## src/rtl/sjd_pkg.sv

```systemverilog
`timescale 1ns / 1ps
// ----------------------------------------------------------------------------
// sjd_pkg
// Shared types, field widths and helpers for the skeleton junction detector.
// ----------------------------------------------------------------------------
package sjd_pkg;

    // Field widths
    localparam int PIX_W  = 8;
    localparam int X_W    = 10;
    localparam int Y_W    = 12;
    localparam int CFG_DW = 13;
    localparam int CFG_AW = 2;

    // Junction threshold on the ring crossing count
    localparam logic [3:0] MIN_CROSSINGS = 4'd6;

    // Configuration register indexes
    typedef enum logic [CFG_AW-1:0] {
        CFG_WIDTH  = 2'd0,
        CFG_HEIGHT = 2'd1
    } t_cfg_idx;

    // One window column, top to bottom
    typedef struct packed {
        logic top;
        logic mid;
        logic bot;
    } t_col;

    // One line store entry: the two previous rows at a column
    typedef struct packed {
        logic upper;
        logic middle;
    } t_ls_word;

    // Count value changes walking down a column (top-mid, mid-bot)
    function automatic logic [1:0] f_vcross(input t_col col);
        f_vcross = {1'b0, col.top ^ col.mid} + {1'b0, col.mid ^ col.bot};
    endfunction

endpackage

```

## src/rtl/skeleton_junction_detector_top.sv

```systemverilog
`timescale 1ns / 1ps
// ----------------------------------------------------------------------------
// skeleton_junction_detector_top
// Crossing-number junction test on a 3x3 window over a binary pixel stream.
// ----------------------------------------------------------------------------
// Path: an accepted pixel and its line store read are registered in stage 1, then the result word in the output word.
// Throughput: one pixel word per cycle, set by the single line store read port
//   and the two-cell window chain; stalls only while a result word is held.
// Reset: clears counters, window cells and valid flags; width and height go to
//   640 (MAX_WIDTH if smaller) and 480. The line store is not cleared and needs no clearing pass.
// ----------------------------------------------------------------------------
module skeleton_junction_detector_top #(
    parameter int MAX_WIDTH = 1024
) (
    input  logic                        i_clk,
    input  logic                        i_rst_n,
    // pixel channel
    input  logic                        i_valid,
    output logic                        o_stall,
    input  logic [sjd_pkg::PIX_W-1:0]   i_pixel,
    // result channel
    output logic                        o_valid,
    input  logic                        i_stall,
    output logic [sjd_pkg::X_W-1:0]     o_junction_x,
    output logic [sjd_pkg::Y_W-1:0]     o_junction_y,
    output logic                        o_is_junction,
    output logic                        o_frame_end,
    // configuration channel
    input  logic                        i_cfg_valid,
    output logic                        o_cfg_ready,
    input  logic [sjd_pkg::CFG_AW-1:0]  i_cfg_index,
    input  logic [sjd_pkg::CFG_DW-1:0]  i_cfg_data
);

    localparam int          AW       = (MAX_WIDTH > 1) ? $clog2(MAX_WIDTH) : 1;
    localparam int          NCELL    = 2;
    localparam logic [12:0] WMax     = 13'(MAX_WIDTH);
    localparam logic [11:0] WLastRst = (MAX_WIDTH < 640) ? 12'(MAX_WIDTH - 1) : 12'd639;
    localparam logic [11:0] HLastRst = 12'd479;

    // Config state: last column and last row indexes, already clamped
    logic [11:0] r_wlast, n_wlast;
    logic [11:0] r_hlast, n_hlast;
    logic [12:0] w_raw, w_cl, h_cl;

    // Raster counters
    logic [sjd_pkg::X_W-1:0] r_x, n_x;
    logic [sjd_pkg::Y_W-1:0] r_y, n_y;
    logic                    last_px;

    // Stage 1 (line store read in flight)
    logic                    r1_valid;
    logic                    r1_cur;
    logic [sjd_pkg::X_W-1:0] r1_x;
    logic [sjd_pkg::Y_W-1:0] r1_y;
    logic                    r1_last;

    // Output word
    logic                    r_o_valid;
    logic [sjd_pkg::X_W-1:0] r_o_x;
    logic [sjd_pkg::Y_W-1:0] r_o_y;
    logic                    r_o_junc;
    logic                    r_o_end;

    logic en, acc, adv;

    sjd_pkg::t_ls_word ls_rdata, ls_wdata;
    sjd_pkg::t_col     new_col;
    sjd_pkg::t_col     cell_in   [NCELL];
    sjd_pkg::t_col     cell_out  [NCELL];
    logic [1:0]        cell_vx   [NCELL];
    logic [3:0]        crossings;
    logic              junc;

    // Pipeline moves whenever the output word is free or being taken
    assign en      = !r_o_valid || !i_stall;
    assign acc     = i_valid && en;
    assign adv     = r1_valid && en;
    assign o_stall = !en;

    // ---------------- configuration ----------------
    assign o_cfg_ready = 1'b1;

    // Clamp width to [3, MAX_WIDTH] and height to [3, 4096]
    always_comb begin
        w_raw   = {2'b00, i_cfg_data[10:0]};
        w_cl    = (w_raw < 13'd3) ? 13'd3 : ((w_raw > WMax) ? WMax : w_raw);
        h_cl    = (i_cfg_data < 13'd3) ? 13'd3 :
                  ((i_cfg_data > 13'd4096) ? 13'd4096 : i_cfg_data);
        n_wlast = 12'(w_cl - 13'd1);
        n_hlast = 12'(h_cl - 13'd1);
    end

    always_ff @(posedge i_clk) begin
        if (!i_rst_n) begin
            r_wlast <= WLastRst;
            r_hlast <= HLastRst;
        end else if (i_cfg_valid) begin
            case (i_cfg_index)
                sjd_pkg::CFG_WIDTH:  r_wlast <= n_wlast;
                sjd_pkg::CFG_HEIGHT: r_hlast <= n_hlast;
                default: ;
            endcase
        end
    end

    // ---------------- raster position ----------------
    // Advance column, wrap at row end, flag the frame's final pixel
    always_comb begin
        n_x     = r_x + 10'd1;
        n_y     = r_y;
        last_px = 1'b0;
        if ({2'b00, r_x} >= r_wlast) begin
            n_x = '0;
            if (r_y >= r_hlast) begin
                n_y     = '0;
                last_px = 1'b1;
            end else begin
                n_y = r_y + 12'd1;
            end
        end
    end

    always_ff @(posedge i_clk) begin
        if (!i_rst_n) begin
            r_x <= '0;
            r_y <= '0;
        end else if (acc) begin
            r_x <= n_x;
            r_y <= n_y;
        end
    end

    // ---------------- stage 1 ----------------
    always_ff @(posedge i_clk) begin
        if (!i_rst_n) begin
            r1_valid <= 1'b0;
        end else if (en) begin
            r1_valid <= i_valid;
        end
    end

    always_ff @(posedge i_clk) begin
        if (acc) begin
            r1_cur  <= (i_pixel != '0);
            r1_x    <= r_x;
            r1_y    <= r_y;
            r1_last <= last_px;
        end
    end

    // Line store: read at accept, write back shifted rows as the word moves on
    assign ls_wdata.upper  = ls_rdata.middle;
    assign ls_wdata.middle = r1_cur;

    sjd_line_store #(
        .DEPTH (MAX_WIDTH),
        .AW    (AW)
    ) u_line_store (
        .i_clk   (i_clk),
        .i_re    (acc),
        .i_raddr (AW'(r_x)),
        .o_rdata (ls_rdata),
        .i_we    (adv),
        .i_waddr (AW'(r1_x)),
        .i_wdata (ls_wdata)
    );

    // ---------------- window chain ----------------
    assign new_col.top = ls_rdata.upper;
    assign new_col.mid = ls_rdata.middle;
    assign new_col.bot = r1_cur;

    // Newest column enters cell 0, each cell passes its column leftward
    for (genvar c = 0; c < NCELL; c++) begin : g_cell
        if (c == 0) begin : g_head
            assign cell_in[c] = new_col;
        end else begin : g_body
            assign cell_in[c] = cell_out[c-1];
        end
        sjd_col_cell u_cell (
            .i_clk    (i_clk),
            .i_rst_n  (i_rst_n),
            .i_shift  (adv),
            .i_col    (cell_in[c]),
            .o_col    (cell_out[c]),
            .o_vcross (cell_vx[c])
        );
    end

    // Ring crossings of the shifted window: left = cell 1, centre = cell 0,
    // right = incoming column
    always_comb begin
        crossings = {2'b00, cell_vx[1]}
                  + {2'b00, sjd_pkg::f_vcross(new_col)}
                  + {3'b000, cell_out[1].bot ^ cell_out[0].bot}
                  + {3'b000, cell_out[0].bot ^ new_col.bot}
                  + {3'b000, new_col.top ^ cell_out[0].top}
                  + {3'b000, cell_out[0].top ^ cell_out[1].top};
        junc = (r1_x >= 10'd2) && (r1_y >= 12'd2) && cell_out[0].mid
            && (crossings >= sjd_pkg::MIN_CROSSINGS);
    end

    // ---------------- output word ----------------
    always_ff @(posedge i_clk) begin
        if (!i_rst_n) begin
            r_o_valid <= 1'b0;
        end else if (en) begin
            r_o_valid <= r1_valid && (junc || r1_last);
        end
    end

    always_ff @(posedge i_clk) begin
        if (adv) begin
            r_o_x    <= junc ? (r1_x - 10'd1) : '0;
            r_o_y    <= junc ? (r1_y - 12'd1) : '0;
            r_o_junc <= junc;
            r_o_end  <= r1_last;
        end
    end

    assign o_valid       = r_o_valid;
    assign o_junction_x  = r_o_x;
    assign o_junction_y  = r_o_y;
    assign o_is_junction = r_o_junc;
    assign o_frame_end   = r_o_end;

    // ---------------- assertions ----------------
    a_stall_only_when_full: assert property (@(posedge i_clk) disable iff (!i_rst_n)
        o_stall |-> o_valid)
        else $error("input stalled with no result word held");

    a_word_has_cause: assert property (@(posedge i_clk) disable iff (!i_rst_n)
        o_valid |-> (o_is_junction || o_frame_end))
        else $error("result word with neither junction nor frame end");

    a_junction_interior: assert property (@(posedge i_clk) disable iff (!i_rst_n)
        (o_valid && o_is_junction) |-> (o_junction_x != '0 && o_junction_y != '0))
        else $error("junction reported on a border pixel");

    a_frame_end_zero: assert property (@(posedge i_clk) disable iff (!i_rst_n)
        (o_valid && !o_is_junction) |-> (o_junction_x == '0 && o_junction_y == '0))
        else $error("frame-end word carries nonzero coordinates");

    a_wrap_at_frame_end: assert property (@(posedge i_clk) disable iff (!i_rst_n)
        (acc && last_px) |=> (r_x == '0 && r_y == '0))
        else $error("raster counters did not wrap at frame end");

endmodule

```

## src/rtl/sjd_line_store.sv

```systemverilog
`timescale 1ns / 1ps
// ----------------------------------------------------------------------------
// sjd_line_store
// Two-row binary line store, one entry per column, registered read.
// ----------------------------------------------------------------------------
module sjd_line_store #(
    parameter int DEPTH = 1024,
    parameter int AW    = 10
) (
    input  logic              i_clk,
    input  logic              i_re,
    input  logic [AW-1:0]     i_raddr,
    output sjd_pkg::t_ls_word o_rdata,
    input  logic              i_we,
    input  logic [AW-1:0]     i_waddr,
    input  sjd_pkg::t_ls_word i_wdata
);

    sjd_pkg::t_ls_word r_mem [DEPTH];
    sjd_pkg::t_ls_word r_rdata;

    // Write the shifted column entry
    always_ff @(posedge i_clk) begin
        if (i_we) begin
            r_mem[i_waddr] <= i_wdata;
        end
    end

    // Read on accept, hold while stalled
    always_ff @(posedge i_clk) begin
        if (i_re) begin
            r_rdata <= r_mem[i_raddr];
        end
    end

    assign o_rdata = r_rdata;

endmodule

```

## src/rtl/sjd_col_cell.sv

```systemverilog
`timescale 1ns / 1ps
// ----------------------------------------------------------------------------
// sjd_col_cell
// One window column cell: holds a column and passes it on to its neighbor.
// ----------------------------------------------------------------------------
module sjd_col_cell (
    input  logic          i_clk,
    input  logic          i_rst_n,
    input  logic          i_shift,
    input  sjd_pkg::t_col i_col,
    output sjd_pkg::t_col o_col,
    output logic [1:0]    o_vcross
);

    sjd_pkg::t_col r_col;

    // Take the column from the right-hand neighbor
    always_ff @(posedge i_clk) begin
        if (!i_rst_n) begin
            r_col <= '0;
        end else if (i_shift) begin
            r_col <= i_col;
        end
    end

    assign o_col    = r_col;
    assign o_vcross = sjd_pkg::f_vcross(r_col);

endmodule

```

## config.mk

```make
export PLATFORM = sky130hd
export DESIGN_NAME = skeleton_junction_detector_top
export DESIGN_NICKNAME = d
export VERILOG_FILES = /design/src/rtl/sjd_pkg.sv /design/src/rtl/skeleton_junction_detector_top.sv /design/src/rtl/sjd_line_store.sv /design/src/rtl/sjd_col_cell.sv
export SDC_FILE = /design/constraint.sdc
export NUM_CORES = 2
export LEC_CHECK = 0
export BUFFER_PORTS_ARGS = -buffer_cell sky130_fd_sc_hd__buf_2
export CAP_MARGIN = 30
export CORE_MARGIN = 5
export CORE_UTILIZATION = 68
export DETAILED_ROUTE_END_ITERATION = 8
export PLACE_DENSITY = 0.85
export SLEW_MARGIN = 20
export SYNTH_ARGS = -nofsm -noshare
export SYNTH_HDL_FRONTEND = slang
export SYNTH_SLANG_ARGS = --single-unit
export TNS_END_PERCENT = 5
```

## constraint.sdc

```tcl
create_clock -name i_clk -period 42.9 [get_ports i_clk]
set_input_delay 6.435 -clock i_clk [delete_from_list [all_inputs] [get_ports i_clk]]
set_output_delay 6.435 -clock i_clk [all_outputs]
set_load 0.01 [all_outputs]
```

==> summary.txt <==
Placement
  – Gp weighted congestion: 0.897
  – Hpwl dp: 136000 um
  – Port Buffers: 53
  – Cell total after placement: 6864

Drt
  – Antenna viol nets, final: 0
  – Iter 0 DRT Violations: 10400
  – Routed len/inst: 35.9 um
  – Drt total wl: 260000 um
  – DR DRC count: 0
  – Initial DRT Pass Iterations: 6
  – DR vias: 54700
  – Vias/cell: 7.54

Timing
  – Slew Limit Headroom: 20.0%
  – Pins Over Slew Limit: 0
  – Final worst path period need: 13.44 ns
  – Fin crit share: 31.3%
  – Final Setup Violations: 0
  – RSZ-0062 raised after global routing: false
  – Setup_tns: 0 ns
  – Clock skew: 0.0476 ns
  – Fmax: 74.4 MHz
  – Fin. Hold Viols: 0
  – Tightest Pin Transition: 1.20 ns

Layout
  – Filler cells: 6654
  – FF/Latch Area: 64100 um^2
  – Area of the multi-input gates: 22800 um^2
  – Ratio of cells with drive above 1 in the final layout: 17.3%
  – Post-Route Utilization: 75.1%
  – Commonest non-fill, non-tap cell in the layout: edfxtp_1
  – Post-Layout Cell Count: 7251
  – Commonest non-fill, non-tap cells in the layout: 2098 x edfxtp_1, 1108 x nor2_1, 408 x mux4_2
  – Final nets: 5404
  – Area grow syn2layout: 9.58%

Floorplan
  – Die area: 138000 um^2
  – I/O pin cnt: 55
  – Core ar.: 130000 um^2
  – Die Ht: 372 um
  – Die X: 372 um
  – Initial Util: 68.5%
  – Cell row count: 132

Global routing
  – First-pass GRT wire length: 370000 um
  – Gr usage total: 37.9%
  – Number of global-route vias before repair: 53700
  – Grt total ovfl: 0
  – Initial antenna violation count: 11
  – Largest net degree at the start of global routing: 276

Worst setup path
  – R2R setup slack: 36.31 ns
  – Setup crit start: i_stall
  – R2R Path Start: r_x[0]
  – CP cell instances: buf_2 -> nand2_1 -> inv_1 -> buf_2
  – Setup CP Type: input pin to primary output
  – CP dominant cell by count: buf_2
  – Worst Path Required: 36.47 ns
  – CP arrival: 7.00 ns
  – CP max-delay cell: nand2_1
  – Critical path startpoint category: input pin
  – Crit Reg-Reg Endpoint: u_line_store.o_rdata[0]
  – Cells on worst reg2reg path: 11
  – Crit. End Element: primary output
  – Max FO, Critical Path: 8
  – Slowest stage delay, CP: 0.21 ns
  – End of the critical path: o_stall

Clock network
  – CTS buffer count: 200
  – Worst-skew pair later-pin latency: 0.87 ns
  – Root Buffer Master: clkbuf_16
  – Hold buffer count at cts: 0
  – Clk buf depth: 3
  – Setup Buffers After CTS: 0
  – PostCTS Resize Cnt: 0
  – Htree depth: 4
  – CTS clk-pin slew, worst paths: 0.06 ns
  – CTS sink count: 2152
  – CTS tree: done

Power and ir drop
  – Peak VDD IR: 0.0000594 V
  – Total power: 4.31 mW
  – LEAKAGE: 29.8 nW
  – Pwr/cell area: 44.2 nW/um^2

Job
  – MaxCap Viol Count: 0

Synth
  – Distinct cells, synth: 82
  – Dominant cells by area after synthesis: edfxtp_1 71%, mux4_2 10%, nor2_1 4.7%
  – Synth top area share: 70.8%
  – Ys async rst share: 0%
  – Top FF cell, synth: edfxtp_1
  – Average size of a mapped cell: 16.6 um^2
  – Synthesis Warnings: 0
  – Post-Syn Nets: 5419
  – Mapped Area: 89000 um^2
  – Sequential element share of the synthesized area: 72.0%
  – Most area-hungry cell type in the Yosys netlist: edfxtp_1
  – Synthesized flop and latch total: 2152
  – Syn Inst Count: 5351
  – EDFF count, synth: 2098

Worst hold path
  – HP Class: flip-flop to flip-flop

Status
  – Outcome: finished clean
## cells by family after synthesis
| group | share of synthesized area, % |
|---|---|
| AOI/OAI and AO/OA | 4.07 |
| and+or+nand+nor | 6.74 |
| xor gates and xnor gates | 0.345 |
| other | 0.00421 |
| DFF | 72.0 |
| muxes | 13.6 |
| buffers and inverters | 2.58 |
| adders and majority gates | 0.596 |
## where the power goes
| part | total (mW) | switching, mW | leakage [nW] | internal (mW) |
|---|---|---|---|---|
| logic | 0.258 | 0.155 | 7.69 | 0.103 |
| clock network | 1.74 | 0.776 | 3.07 | 0.966 |
| registers | 2.31 | 0.00807 | 19.1 | 2.30 |
## routing by layer
layer	vias up	track usage [%]	wire length (um)
li1	20800	-	-
met1	26600	48.0	77400
met2	6026	56.1	118000
met3	1301	14.0	44000
met4	6	24.5	21200
met5	-	0	59
## synthesized netlist by cell type (14+ instances only)
library cell / count
buf_1: 54
o22ai_1: 26
nand3_1: 45
a21oi_1: 126
o211ai_1: 21
a31oi_1: 14
mux4_2: 408
clkbuf_1: 230
nor3_1: 23
o21ai_0: 69
ha_1: 36
buf_2: 62
edfxtp_1: 2098
inv_1: 46
mux4_1: 37
dfxtp_1: 54
o31ai_1: 14
buf_6: 35
xnor2_1: 26
a22oi_1: 93
mux2i_1: 191
o221ai_1: 25
nand2_1: 192
a211oi_1: 34
a221oi_1: 38
nor2_1: 1110
buf_4: 23
and3_1: 27
## worst min-delay path by stage
| stage | start | endpoint | slack [ns] | cells after the start |
|---|---|---|---|---|
| after global routing | r1_last | o_frame_end | 0.46 | 0 |
| after CTS | r1_last | o_frame_end | 0.44 | 0 |
| final | r1_last | o_frame_end | 0.45 | 0 |
| after detailed placement | r1_last | o_frame_end | 0.43 | 0 |
| after global placement | r1_last | o_frame_end | 0.43 | 0 |
| after floorplan | r1_last | o_frame_end | 0.42 | 0 |
## metrics by stage
stage / worst slack (ns) / instance area [um^2] / hold slack (ns)
final: 29.46 / 97500 / 0.446
after floorplan: 25.91 / 89000 / 0.421
after global routing: 29.43 / 97400 / 0.456
after CTS: 29.46 / 97200 / 0.442
after detailed placement: 29.47 / 90900 / 0.428
after global placement: 29.45 / 90400 / 0.430
## worst max-delay path: cells and delay by family
| family | cells | cell delay (ns) |
|---|---|---|
| simple gates | 1 | 0.21 |
| buf+inv | 3 | 0.36 |
## cell type report
cell class	instances	share of cell area (%)
Inverter	52	0.201
Timing Repair Buffer	198	1.94
Clock buffer	263	5.62
Tap cell	1742	2.24
Multi-Input combinational cell	2732	23.4
Antenna cell	20	0.0513
Sequential cell	2152	65.7
Clock inverter	92	0.798
## registers in the layout (all words and copies together), names as in the netlist
name	count
u_line_store.r_mem	2048
o_junction_y	12
r1_y	12
r_hlast	12
r_wlast	12
r_y	12
o_junction_x	10
r1_x	10
r_x	10
g_cell.u_cell.o_col	6
u_line_store.o_rdata	2
o_frame_end	1
o_is_junction	1
o_valid	1
r1_cur	1
r1_last	1
r1_valid	1
(Power assumes the default switching activity.)
